File: src/rtl/hte_pkg.sv
// Package for the HTML text escaper: word types, register indexes and character codes.
// Also holds the expansion function that turns one text byte into its escaped spelling.
// Depends on nothing; every other file of the block imports it.
package hte_pkg;

  localparam int JOB_MAX     = 6;
  localparam int LEN_W       = 3;
  localparam int CFG_IDX_W   = 2;
  localparam int CFG_DATA_W  = 1;
  localparam int QUEUE_DEPTH = 2;

  localparam logic [CFG_IDX_W-1:0] CFG_NL_BR = 2'd0;
  localparam logic [CFG_IDX_W-1:0] CFG_MASK  = 2'd1;

  localparam logic [7:0] CH_TAB   = 8'h09;
  localparam logic [7:0] CH_LF    = 8'h0A;
  localparam logic [7:0] CH_CR    = 8'h0D;
  localparam logic [7:0] CH_QUOT  = 8'h22;
  localparam logic [7:0] CH_AMP   = 8'h26;
  localparam logic [7:0] CH_LT    = 8'h3C;
  localparam logic [7:0] CH_GT    = 8'h3E;
  localparam logic [7:0] CH_ZERO  = 8'h30;
  localparam logic [7:0] CH_QMARK = 8'h3F;
  localparam logic [7:0] CH_SPACE = 8'h20;
  localparam logic [7:0] CH_TILDE = 8'h7E;

  typedef struct packed {
    logic [7:0] in_byte;
    logic       final_byte;
  } in_word_t;

  typedef struct packed {
    logic [7:0] out_char;
    logic       last_of_run;
    logic       text_end;
  } out_word_t;

  typedef struct packed {
    logic [JOB_MAX-1:0][7:0] chars;
    logic [LEN_W-1:0]        len;
    logic                    fin;
  } job_t;

  function automatic job_t hte_expand(input logic [7:0] b, input logic fin,
                                      input logic nl_br, input logic mask);
    job_t        j;
    logic [1:0]  h;
    logic [7:0]  rem;
    logic [15:0] prod;
    logic [3:0]  t;
    logic [3:0]  o;
    j       = '0;
    j.fin   = fin;
    j.len   = 3'd1;
    h       = (b >= 8'd200) ? 2'd2 : ((b >= 8'd100) ? 2'd1 : 2'd0);
    rem     = b - 8'(h) * 8'd100;
    prod    = 16'(rem) * 16'd205;
    t       = 4'(prod >> 11);
    o       = 4'(rem - 8'(t) * 8'd10);
    case (b)
      CH_LT: begin
        j.chars[0] = CH_AMP; j.chars[1] = "l"; j.chars[2] = "t"; j.chars[3] = ";";
        j.len = 3'd4;
      end
      CH_GT: begin
        j.chars[0] = CH_AMP; j.chars[1] = "g"; j.chars[2] = "t"; j.chars[3] = ";";
        j.len = 3'd4;
      end
      CH_AMP: begin
        j.chars[0] = CH_AMP; j.chars[1] = "a"; j.chars[2] = "m"; j.chars[3] = "p";
        j.chars[4] = ";";
        j.len = 3'd5;
      end
      CH_QUOT: begin
        j.chars[0] = CH_AMP; j.chars[1] = "q"; j.chars[2] = "u"; j.chars[3] = "o";
        j.chars[4] = "t"; j.chars[5] = ";";
        j.len = 3'd6;
      end
      CH_LF: begin
        j.chars[0] = CH_LF;
        if (nl_br) begin
          j.chars[1] = CH_LT; j.chars[2] = "b"; j.chars[3] = "r"; j.chars[4] = CH_GT;
          j.len = 3'd5;
        end
      end
      default: begin
        if ((b >= CH_SPACE && !b[7]) || b == CH_CR || b == CH_TAB) begin
          j.chars[0] = b;
        end else begin
          j.chars[0] = CH_AMP;
          j.chars[1] = "#";
          if (h != 2'd0) begin
            j.chars[2] = CH_ZERO + 8'(h);
            j.chars[3] = CH_ZERO + 8'(t);
            j.chars[4] = CH_ZERO + 8'(o);
            j.chars[5] = ";";
            j.len = 3'd6;
          end else if (t != 4'd0) begin
            j.chars[2] = CH_ZERO + 8'(t);
            j.chars[3] = CH_ZERO + 8'(o);
            j.chars[4] = ";";
            j.len = 3'd5;
          end else begin
            j.chars[2] = CH_ZERO + 8'(o);
            j.chars[3] = ";";
            j.len = 3'd4;
          end
        end
      end
    endcase
    for (int k = 0; k < JOB_MAX; k++) begin
      if (mask && (j.chars[k] < CH_SPACE || j.chars[k] > CH_TILDE)) begin
        j.chars[k] = CH_QMARK;
      end
    end
    return j;
  endfunction

endpackage

File: src/rtl/html_text_escaper.sv
// HTML text escaper, top level. The first character of an accepted word passes through the job
// queue and then the output register. Throughput: one output character per cycle while out_stall
// is low, set by the single output port, so a copied byte yields one character and an expanded
// byte up to six. Reset is synchronous and active low; it clears both configuration bits, the job
// queue and the output valid. Depends on hte_pkg, hte_front, hte_queue and hte_back.
module html_text_escaper #(
  parameter int QUEUE_DEPTH = hte_pkg::QUEUE_DEPTH
) (
  input  logic                           clk,
  input  logic                           rst_n,
  input  logic                           cfg_we,
  input  logic [hte_pkg::CFG_IDX_W-1:0]  cfg_idx,
  input  logic [hte_pkg::CFG_DATA_W-1:0] cfg_wdata,
  input  logic                           in_valid,
  output logic                           in_stall,
  input  hte_pkg::in_word_t              in_word,
  output logic                           out_valid,
  input  logic                           out_stall,
  output hte_pkg::out_word_t             out_word
);
  import hte_pkg::*;

  logic push;
  logic pop;
  logic q_valid;
  logic q_full;
  job_t push_job;
  job_t head_job;

  hte_front u_front (
    .clk       (clk),
    .rst_n     (rst_n),
    .cfg_we    (cfg_we),
    .cfg_idx   (cfg_idx),
    .cfg_wdata (cfg_wdata),
    .in_valid  (in_valid),
    .in_word   (in_word),
    .q_full    (q_full),
    .in_stall  (in_stall),
    .push      (push),
    .push_job  (push_job)
  );

  hte_queue #(
    .DEPTH (QUEUE_DEPTH)
  ) u_queue (
    .clk      (clk),
    .rst_n    (rst_n),
    .push     (push),
    .push_job (push_job),
    .pop      (pop),
    .q_valid  (q_valid),
    .q_full   (q_full),
    .head_job (head_job)
  );

  hte_back u_back (
    .clk       (clk),
    .rst_n     (rst_n),
    .q_valid   (q_valid),
    .head_job  (head_job),
    .pop       (pop),
    .out_valid (out_valid),
    .out_stall (out_stall),
    .out_word  (out_word)
  );

  a_end_is_last: assert property (@(posedge clk) disable iff (!rst_n)
    out_valid && out_word.text_end |-> out_word.last_of_run)
    else $error("text end flagged on a word that does not close its run");

  a_accept_queues: assert property (@(posedge clk) disable iff (!rst_n)
    in_valid && !in_stall |=> q_valid)
    else $error("accepted word did not reach the job queue");

  a_reset_idle: assert property (@(posedge clk)
    !rst_n |=> !out_valid)
    else $error("output valid after reset");

endmodule

File: src/rtl/hte_front.sv
// Front end of the HTML text escaper: configuration registers and byte classification.
// Turns each accepted word into a job of up to six characters. Depends on hte_pkg.
module hte_front (
  input  logic                               clk,
  input  logic                               rst_n,
  input  logic                               cfg_we,
  input  logic [hte_pkg::CFG_IDX_W-1:0]      cfg_idx,
  input  logic [hte_pkg::CFG_DATA_W-1:0]     cfg_wdata,
  input  logic                               in_valid,
  input  hte_pkg::in_word_t                  in_word,
  input  logic                               q_full,
  output logic                               in_stall,
  output logic                               push,
  output hte_pkg::job_t                      push_job
);
  import hte_pkg::*;

  logic nl_br_r;
  logic nl_br_nxt;
  logic mask_r;
  logic mask_nxt;

  always_comb begin
    nl_br_nxt = nl_br_r;
    mask_nxt  = mask_r;
    if (cfg_we) begin
      case (cfg_idx)
        CFG_NL_BR: nl_br_nxt = cfg_wdata[0];
        CFG_MASK:  mask_nxt  = cfg_wdata[0];
        default:   ;
      endcase
    end
  end

  always_ff @(posedge clk) begin
    if (!rst_n) begin
      nl_br_r <= 1'b0;
      mask_r  <= 1'b0;
    end else begin
      nl_br_r <= nl_br_nxt;
      mask_r  <= mask_nxt;
    end
  end

  assign in_stall = q_full;
  assign push     = in_valid && !q_full;
  assign push_job = hte_expand(in_word.in_byte, in_word.final_byte, nl_br_r, mask_r);

endmodule

File: src/rtl/hte_queue.sv
// Short job queue of the HTML text escaper, between the classifier and the serialiser.
// Register-based FIFO of job_t entries. Depends on hte_pkg.
module hte_queue #(
  parameter int DEPTH = hte_pkg::QUEUE_DEPTH
) (
  input  logic          clk,
  input  logic          rst_n,
  input  logic          push,
  input  hte_pkg::job_t push_job,
  input  logic          pop,
  output logic          q_valid,
  output logic          q_full,
  output hte_pkg::job_t head_job
);
  import hte_pkg::*;

  localparam int PTR_W = (DEPTH > 1) ? $clog2(DEPTH) : 1;
  localparam int CNT_W = $clog2(DEPTH + 1);

  job_t             mem_r [DEPTH];
  logic [PTR_W-1:0] wr_ptr_r;
  logic [PTR_W-1:0] wr_ptr_nxt;
  logic [PTR_W-1:0] rd_ptr_r;
  logic [PTR_W-1:0] rd_ptr_nxt;
  logic [CNT_W-1:0] count_r;
  logic [CNT_W-1:0] count_nxt;
  logic             do_pop;

  assign do_pop   = pop && (count_r != '0);
  assign q_valid  = (count_r != '0);
  assign q_full   = (count_r == CNT_W'(DEPTH));
  assign head_job = mem_r[rd_ptr_r];

  always_comb begin
    wr_ptr_nxt = wr_ptr_r;
    rd_ptr_nxt = rd_ptr_r;
    count_nxt  = count_r;
    if (push) begin
      wr_ptr_nxt = (wr_ptr_r == PTR_W'(DEPTH - 1)) ? '0 : wr_ptr_r + 1'b1;
    end
    if (do_pop) begin
      rd_ptr_nxt = (rd_ptr_r == PTR_W'(DEPTH - 1)) ? '0 : rd_ptr_r + 1'b1;
    end
    if (push && !do_pop) begin
      count_nxt = count_r + 1'b1;
    end else if (!push && do_pop) begin
      count_nxt = count_r - 1'b1;
    end
  end

  always_ff @(posedge clk) begin
    if (!rst_n) begin
      wr_ptr_r <= '0;
      rd_ptr_r <= '0;
      count_r  <= '0;
    end else begin
      wr_ptr_r <= wr_ptr_nxt;
      rd_ptr_r <= rd_ptr_nxt;
      count_r  <= count_nxt;
    end
  end

  always_ff @(posedge clk) begin
    if (push) begin
      mem_r[wr_ptr_r] <= push_job;
    end
  end

endmodule

File: src/rtl/hte_back.sv
// Back end of the HTML text escaper: steps through the head job one character a cycle
// while not stalled. Holds the output register and the character index. Depends on hte_pkg.
module hte_back (
  input  logic               clk,
  input  logic               rst_n,
  input  logic               q_valid,
  input  hte_pkg::job_t      head_job,
  output logic               pop,
  output logic               out_valid,
  input  logic               out_stall,
  output hte_pkg::out_word_t out_word
);
  import hte_pkg::*;

  logic [LEN_W-1:0] idx_r;
  logic [LEN_W-1:0] idx_nxt;
  logic             out_valid_r;
  logic             out_valid_nxt;
  out_word_t        out_word_r;
  out_word_t        out_word_nxt;
  logic             load;
  logic             last;

  assign load = q_valid && (!out_valid_r || !out_stall);
  assign last = (idx_r == head_job.len - 3'd1);
  assign pop  = load && last;

  always_comb begin
    idx_nxt                  = idx_r;
    out_valid_nxt            = out_valid_r && out_stall;
    out_word_nxt             = out_word_r;
    if (load) begin
      out_valid_nxt            = 1'b1;
      out_word_nxt.out_char    = head_job.chars[idx_r];
      out_word_nxt.last_of_run = last;
      out_word_nxt.text_end    = last && head_job.fin;
      idx_nxt                  = last ? '0 : idx_r + 1'b1;
    end
  end

  always_ff @(posedge clk) begin
    if (!rst_n) begin
      idx_r       <= '0;
      out_valid_r <= 1'b0;
    end else begin
      idx_r       <= idx_nxt;
      out_valid_r <= out_valid_nxt;
    end
  end

  always_ff @(posedge clk) begin
    out_word_r <= out_word_nxt;
  end

  assign out_valid = out_valid_r;
  assign out_word  = out_word_r;

endmodule

File: config.mk
export PLATFORM = sky130hd
export DESIGN_NAME = html_text_escaper
export DESIGN_NICKNAME = d
export VERILOG_FILES = /design/src/rtl/hte_pkg.sv /design/src/rtl/html_text_escaper.sv /design/src/rtl/hte_front.sv /design/src/rtl/hte_queue.sv /design/src/rtl/hte_back.sv
export SDC_FILE = /design/constraint.sdc
export NUM_CORES = 1
export LEC_CHECK = 0
export BUFFER_PORTS_ARGS = -buffer_cell sky130_fd_sc_hd__buf_2
export CAP_MARGIN = 0
export CORE_MARGIN = 2
export CORE_UTILIZATION = 56
export CTS_BUF_LIST = sky130_fd_sc_hd__clkbuf_4 sky130_fd_sc_hd__clkbuf_8
export DETAILED_ROUTE_END_ITERATION = 6
export PLACE_DENSITY_LB_ADDON = 0.2
export SLEW_MARGIN = 0
export SYNTH_ARGS = -nofsm -noshare
export SYNTH_HDL_FRONTEND = slang
export SYNTH_SLANG_ARGS = --single-unit
File: constraint.sdc
create_clock -name clk -period 10.8 [get_ports clk]
set_input_delay 1.62 -clock clk [delete_from_list [all_inputs] [get_ports clk]]
set_output_delay 1.62 -clock clk [all_outputs]
set_load 0.01 [all_outputs]
==> results of run 1 <==
[cell type report]
cell class	instances	share of cell area, %
timing repair buffer	32	2.61
sequential	103	45.8
clock inverter	7	1.02
clock buffer	9	1.90
multi-input combinational	317	43.0
inverter	53	3.05
tap	136	2.61
[worst max-delay path by stage]
stage / endpoint / depth (start not counted)
global placement: u_queue.mem_r[0][23]$_DFFE_PP_ / 27
detailed placement: u_queue.mem_r[0][23]$_DFFE_PP_ / 28
floorplan: u_queue.mem_r[0][23]$_DFFE_PP_ / 28
CTS: u_queue.mem_r[0][39]$_DFFE_PP_ / 28
finish: u_queue.mem_r[0][39]$_DFFE_PP_ / 28
global route: u_queue.mem_r[0][39]$_DFFE_PP_ / 28
[metrics by stage]
step           cells  hold slack, ns  util (%)
2_1_floorplan    488           0.478         -
3_3_place_gp     641           0.467      61.0
3_5_place_dp     641           0.486      61.0
4_1_cts          657           0.501      62.8
5_1_grt          657           0.547      62.8
6_report         657           0.493      62.8
[flip-flops by register name, indices dropped and copies added, names as in the netlist, named ones only]
register / flops
u_queue.count_r: 2
u_front.mask_r: 1
u_back.idx_r: 3
u_front.nl_br_r: 1
u_queue.rd_ptr_r: 1
u_queue.mem_r: 82
u_back.out_word: 10
u_queue.wr_ptr_r: 1
u_back.out_valid: 1
[placed cells by master, fill, tap and decap left out, types with 5 or more instances in the layout]
master / instances
ha_1: 48
edfxtp_1: 92
xnor2_1: 13
dfxtp_1: 10
fa_1: 13
o21ai_0: 19
a31oi_1: 5
nand2b_1: 5
clkbuf_8: 9
nor2b_1: 8
mux4_2: 15
a211oi_1: 5
nand3_1: 17
a21o_1: 5
buf_2: 28
a21oi_1: 10
mux2i_1: 18
and2_1: 6
inv_1: 52
xor2_1: 8
nor2_1: 20
nand2_1: 32
[logic make-up after synthesis]
| family | Yosys count |
|---|---|
| buffers and inverters | 68 |
| muxes | 34 |
| AOI/OAI and AO/OA | 78 |
| and+or+nand+nor | 118 |
| DFF | 103 |
| adders and majority gates | 61 |
| xor gates and xnor gates | 24 |
| other | 1 |
[power groups by stage]
stage	Clock [mW]	Sequential [mW]	Combinational, mW
after floorplan	0	0.637	0.864
after global placement	0	0.645	1.08
after detailed placement	0	0.649	1.12
after CTS	0.232	0.640	1.13
after global routing	0.250	0.649	1.26
final	0.227	0.638	1.14
[routing by layer]
layer | GRT usage, % | up-vias | share of wire [%]
li1 | - | 1848 | -
met1 | 32.5 | 1951 | 46
met2 | 34.6 | 141 | 47
met3 | 4.78 | 15 | 5.9
met4 | 4.03 | 0 | 0.96
met5 | 0 | - | 0
[worst min-delay path: cells and delay by family (launching register included)]
kind            cells  cell delay [ns]
simple gates        1             0.06
flops               1             0.33
compound gates      1             0.06
==> impl_metrics.json, run 1 <==
{
  "hold_start": "u_back.out_valid$_SDFF_PN0_",
  "crit_top_cell": "inv_1",
  "ys_seq_area_share_pct": 49.5,
  "setup_tns_ns": 0,
  "max_freq_ghz": 0.120,
  "regArea_um2": 2980,
  "cpPeakStageDelay_ns": 0.55,
  "ys.flop_type": "edfxtp_1",
  "worstSkewPairLatency_ns": 0.36,
  "start_util_pct": 58.2,
  "fill_cells": 823,
  "hold_violations": 0,
  "clock_path_buffers": 2,
  "hpwl_um": 9030,
  "post_cts_resized": 0,
  "rsz0062_at_grt": "false",
  "grt_max_degree": 42,
  "skew_ns": 0.0144,
  "viasPerCell": 6.02,
  "drcViolationCount": 0,
  "slew_headroom_pct": 33.8,
  "die_x_um": 108,
  "layout.nets": 594,
  "hold_class": "reg -> reg",
  "syn_inst": 487,
  "drtAntennaViolNets": 0,
  "cp_num_buf_inv": 8,
  "synth_edf_count": 92,
  "required_ns": 10.95,
  "intPower_mw": 1.18,
  "cp_max_fo": 11,
  "grt_pass1_wl_um": 19500,
  "peakVddDrop_mv": 0.150,
  "cts_sinks": 103,
  "synth_xor_area_share_pct": 3.98,
  "wl_per_cell_um": 18.4,
  "grt_pass1_vias": 3806,
  "cpLargestDelayFamily": "adder cells",
  "synthesis.area_um2": 6030,
  "synth_cell_types": 64,
  "comb_power_share_pct": 56.8,
  "io_pins": 29,
  "cts_hold_buffers": 0,
  "max_cap_violations": 0,
  "ys_top_cells_by_count": "edfxtp_1 (92), inv_1 (52), ha_1 (48), nand2_1 (32), nor2_1 (21)",
  "overflow": 0,
  "worst_pin_slew_ns": 0.993,
  "antenna_found_initial": 0,
  "synth.area.top_cells": "edfxtp_1 (46%), ha_1 (10%), mux4_2 (5.6%), fa_1 (4.3%), dfxtp_1 (3.7%)",
  "yosysMostFrequentCell": "edfxtp_1",
  "crit_path_end_kind": "register",
  "grt_use_total_pct": 22.2,
  "status": "finished clean",
  "startpoint_type": "input port",
  "yosys.area.top_type": "edfxtp_1",
  "switching_power_mw": 0.826,
  "synth_seq_cells": 103,
  "yosys.area_share.simple_pct": 10.1,
  "worstSetupPathType": "in -> reg",
  "finalMaxSlewViolations": 0,
  "die_y_um": 108,
  "r2r_cells": 9,
  "drive_above_1_share_pct": 14.6,
  "swShare_pct": 41.2,
  "insertedDiodeCount": 0,
  "crit_slowest_cell": "fa_1",
  "coreArea_um2": 10400,
  "power_density_nw_per_um2": 307,
  "synth_top_family_by_area": "adder cells",
  "place_ws_ns": 2.26,
  "power_leakage_nw": 2.58,
  "synth_fa_ha_area_share_pct": 14.3,
  "clk_pin_slew_ns": 0.10,
  "gp_congestion": 0.947,
  "rrSetupSlack_ns": 7.58,
  "pwr-share-seq_pct": 31.8,
  "period_minus_slack_ns": 8.33,
  "dieArea_um2": 11600,
  "final_area_um2": 6520,
  "period_share_pct": 77.1,
  "layout_setup_ws_ns": 2.47,
  "ys_warn_count": 0,
  "cp.arrival_ns": 8.48,
  "via_count": 3955,
  "post_cts_buffers": 0,
  "cts_tree": "done",
  "totalWireLength_um": 12100,
  "htree_levels": 3,
  "muxShareOfSynthArea_pct": 8.78,
  "rows": 37,
  "rr_endpoint": "u_queue.count_r[1]$_SDFFE_PN0P_",
  "root_buffer": "clkbuf_8",
  "startpoint": "in_word[8]",
  "place_area_um2": 6320,
  "hold_depth": 2,
  "cts_made_buffers": 9,
  "multi_input_area_um2": 2800,
  "area_growth_syn_to_layout_pct": 8.03,
  "synthArstFlopShare_pct": 0,
  "min_to": "u_back.out_valid$_SDFF_PN0_",
  "power.total_mw": 2.00,
  "synth_compound_area_share_pct": 9.07,
  "clockPowerShare_pct": 11.4,
  "synth_top_area_share_pct": 45.8,
  "drtIter0Drc": 302,
  "portBuffers": 28,
  "setup_viol": 0,
  "drtPass1Iterations": 6,
  "syn_area_per_cell_um2": 12.4
}
Note: power is estimated with default switching activity, not from simulation.
==> run 2, diff against run 1 <==
--- a/config.mk
+++ b/config.mk
@@ -5,6 +5,7 @@
 export SDC_FILE = /design/constraint.sdc
 export NUM_CORES = 1
 export LEC_CHECK = 0
+export ABC_AREA = 1
 export BUFFER_PORTS_ARGS = -buffer_cell sky130_fd_sc_hd__buf_2
 export CAP_MARGIN = 0
 export CORE_MARGIN = 2
==> constraint.sdc (replaced) <==
create_clock -name clk -period 7.47 [get_ports clk]
set_input_delay 1.1205 -clock clk [delete_from_list [all_inputs] [get_ports clk]]
set_output_delay 1.1205 -clock clk [all_outputs]
set_load 0.01 [all_outputs]
==> impl_metrics.json, run 2 <==
{
  "io_pins": 29,
  "ys_warn_count": 0,
  "hold_depth": 2,
  "insertedDiodeCount": 0,
  "status": "finished clean",
  "setup_viol": 0,
  "start_util_pct": 57.8,
  "cp.arrival_ns": 7.10,
  "max_cap_violations": 0,
  "grt_use_total_pct": 24.5,
  "place_ws_ns": 0.0142,
  "die_x_um": 110,
  "hold_start": "u_back.out_valid$_SDFF_PN0_",
  "area_growth_syn_to_layout_pct": 8.13,
  "cpPeakStageDelay_ns": 0.55,
  "portBuffers": 28,
  "rows": 38,
  "drive_above_1_share_pct": 13.0,
  "layout.nets": 779,
  "skew_ns": 0.0156,
  "cts_tree": "done",
  "ys.flop_type": "edfxtp_1",
  "via_count": 4741,
  "rsz0062_at_grt": "false",
  "worst_pin_slew_ns": 0.722,
  "synth_seq_cells": 103,
  "peakVddDrop_mv": 0.286,
  "yosysMostFrequentCell": "nand2_1",
  "regArea_um2": 2980,
  "overflow": 0,
  "crit_slowest_cell": "fa_1",
  "regMostFlops": "u_queue.mem_r",
  "drtPass1Iterations": 5,
  "final_area_um2": 6840,
  "clock_path_buffers": 2,
  "ys_top_cells_by_count": "nand2_1 (117), inv_1 (98), edfxtp_1 (92), nor2_1 (76), o21ai_0 (53)",
  "clk_pin_slew_ns": 0.11,
  "synth.area.top_cells": "edfxtp_1 (44%), ha_1 (9.5%), nand2_1 (6.9%), inv_1 (5.8%), nor2_1 (4.5%)",
  "fill_cells": 929,
  "multi_input_area_um2": 2920,
  "crit_path_end_kind": "register",
  "drtIter0Drc": 450,
  "antenna_found_initial": 0,
  "largest_reg_flops": 82,
  "hold_class": "reg -> reg",
  "place_area_um2": 6630,
  "layout_setup_ws_ns": 0.483,
  "synthesis.area_um2": 6330,
  "grt_pass1_wl_um": 22700,
  "wl_per_cell_um": 16.4,
  "max_freq_ghz": 0.143,
  "ys_seq_area_share_pct": 47.2,
  "crit_top_cell": "nand2_1",
  "dieArea_um2": 12200,
  "hpwl_um": 10300,
  "period_share_pct": 93.5,
  "root_buffer": "clkbuf_8",
  "viasPerCell": 5.60,
  "startpoint": "in_word[4]",
  "mostFrequentLayoutCells": "nand2_1 (117), inv_1 (98), edfxtp_1 (92)",
  "cp_max_fo": 8,
  "power_density_nw_per_um2": 453,
  "power_leakage_nw": 3.07,
  "finalMaxSlewViolations": 0,
  "grt_max_degree": 43,
  "drtAntennaViolNets": 0,
  "syn_area_per_cell_um2": 9.41,
  "post_cts_buffers": 0,
  "period_minus_slack_ns": 6.99,
  "cts_made_buffers": 9,
  "synth_top_area_share_pct": 43.7,
  "htree_levels": 3,
  "syn_inst": 672,
  "gp_congestion": 0.900,
  "setup_tns_ns": 0,
  "coreArea_um2": 10900,
  "hold_violations": 0,
  "required_ns": 7.59,
  "worstSkewPairLatency_ns": 0.37,
  "worstSetupPathType": "in -> reg",
  "grt_pass1_vias": 4652,
  "drcViolationCount": 0,
  "synth_edf_count": 92,
  "die_y_um": 110,
  "totalWireLength_um": 13900,
  "layout_commonest_cell": "nand2_1",
  "startpoint_type": "input port",
  "r2r_cells": 13,
  "synth_cell_types": 46,
  "synthArstFlopShare_pct": 0,
  "slew_headroom_pct": 51.4,
  "yosys.area.top_type": "edfxtp_1",
  "cts_sinks": 103
}
-- run 2: through the flow --
stage / hold WS [ns] / util [%] / total power [mW] / cells
global route: 0.548 / 62.6 / 3.42 / 846
CTS: 0.523 / 62.4 / 3.10 / 846
finish: 0.520 / 62.6 / 3.10 / 846
floorplan: 0.472 / - / 2.29 / 673
global placement: 0.481 / 60.6 / 2.72 / 830
detailed placement: 0.497 / 60.6 / 2.75 / 830
-- run 2: path summary, 6_finish.rpt --
kind,to,slack (ns)
max,u_queue.mem_r[1][23]$_DFFE_PP_,0.48
min,u_back.out_valid$_SDFF_PN0_,0.52
max reg2reg,u_queue.count_r[1]$_SDFFE_PN0P_,4.55
min reg2reg,u_back.out_valid$_SDFF_PN0_,0.52
-- run 2: repair_timing --
item,in CTS,in global routing
setup endpoints to repair,0,6
gates resized for setup,0,4
hold buffers,0,0
-- run 2: layout make-up --
cell class | count | share of cell area [%]
Clock buffer | 10 | 1.92
Clock inverter | 6 | 0.915
Inverter | 105 | 5.76
Multi-Input combinational cell | 449 | 42.6
Sequential cell | 103 | 43.6
Tap cell | 140 | 2.56
Timing Repair Buffer | 33 | 2.60
-- run 2: logic make-up after synthesis --
family	after synthesis	synth area share, %
buffers and inverters	121	7.30
multiplexers	2	0.316
adder cells (fa/ha/maj)	61	13.6
flip-flops	103	47.2
AND/OR/NAND/NOR	264	19.2
AO/OA/AOI/OAI	107	10.5
other	1	0.0593
XOR/XNOR	13	1.80
-- run 2: per-layer routing --
metal	global-route usage (%)	routed length, µm	vias up
met5	0	0	-
met4	7.77	217	0
met3	2.88	755	21
met2	41.4	6640	159
met1	33.2	6250	2235
li1	-	-	2326
-- run 2: power by group --
part / total [mW] / switching (mW) / internal (mW)
Sequential: 0.930 / 0.0638 / 0.866
Combinational: 1.83 / 1.18 / 0.641
Clock: 0.343 / 0.208 / 0.135
-- run 2: critical path, delay by kind of cell --
| family | cells | cell delay [ns] |
|---|---|---|
| adder cells (fa/ha/maj) | 9 | 3.39 |
| AND/OR/NAND/NOR | 16 | 1.37 |
| buffers and inverters | 6 | 0.53 |
| AO/OA/AOI/OAI | 3 | 0.41 |
| XOR/XNOR | 2 | 0.29 |
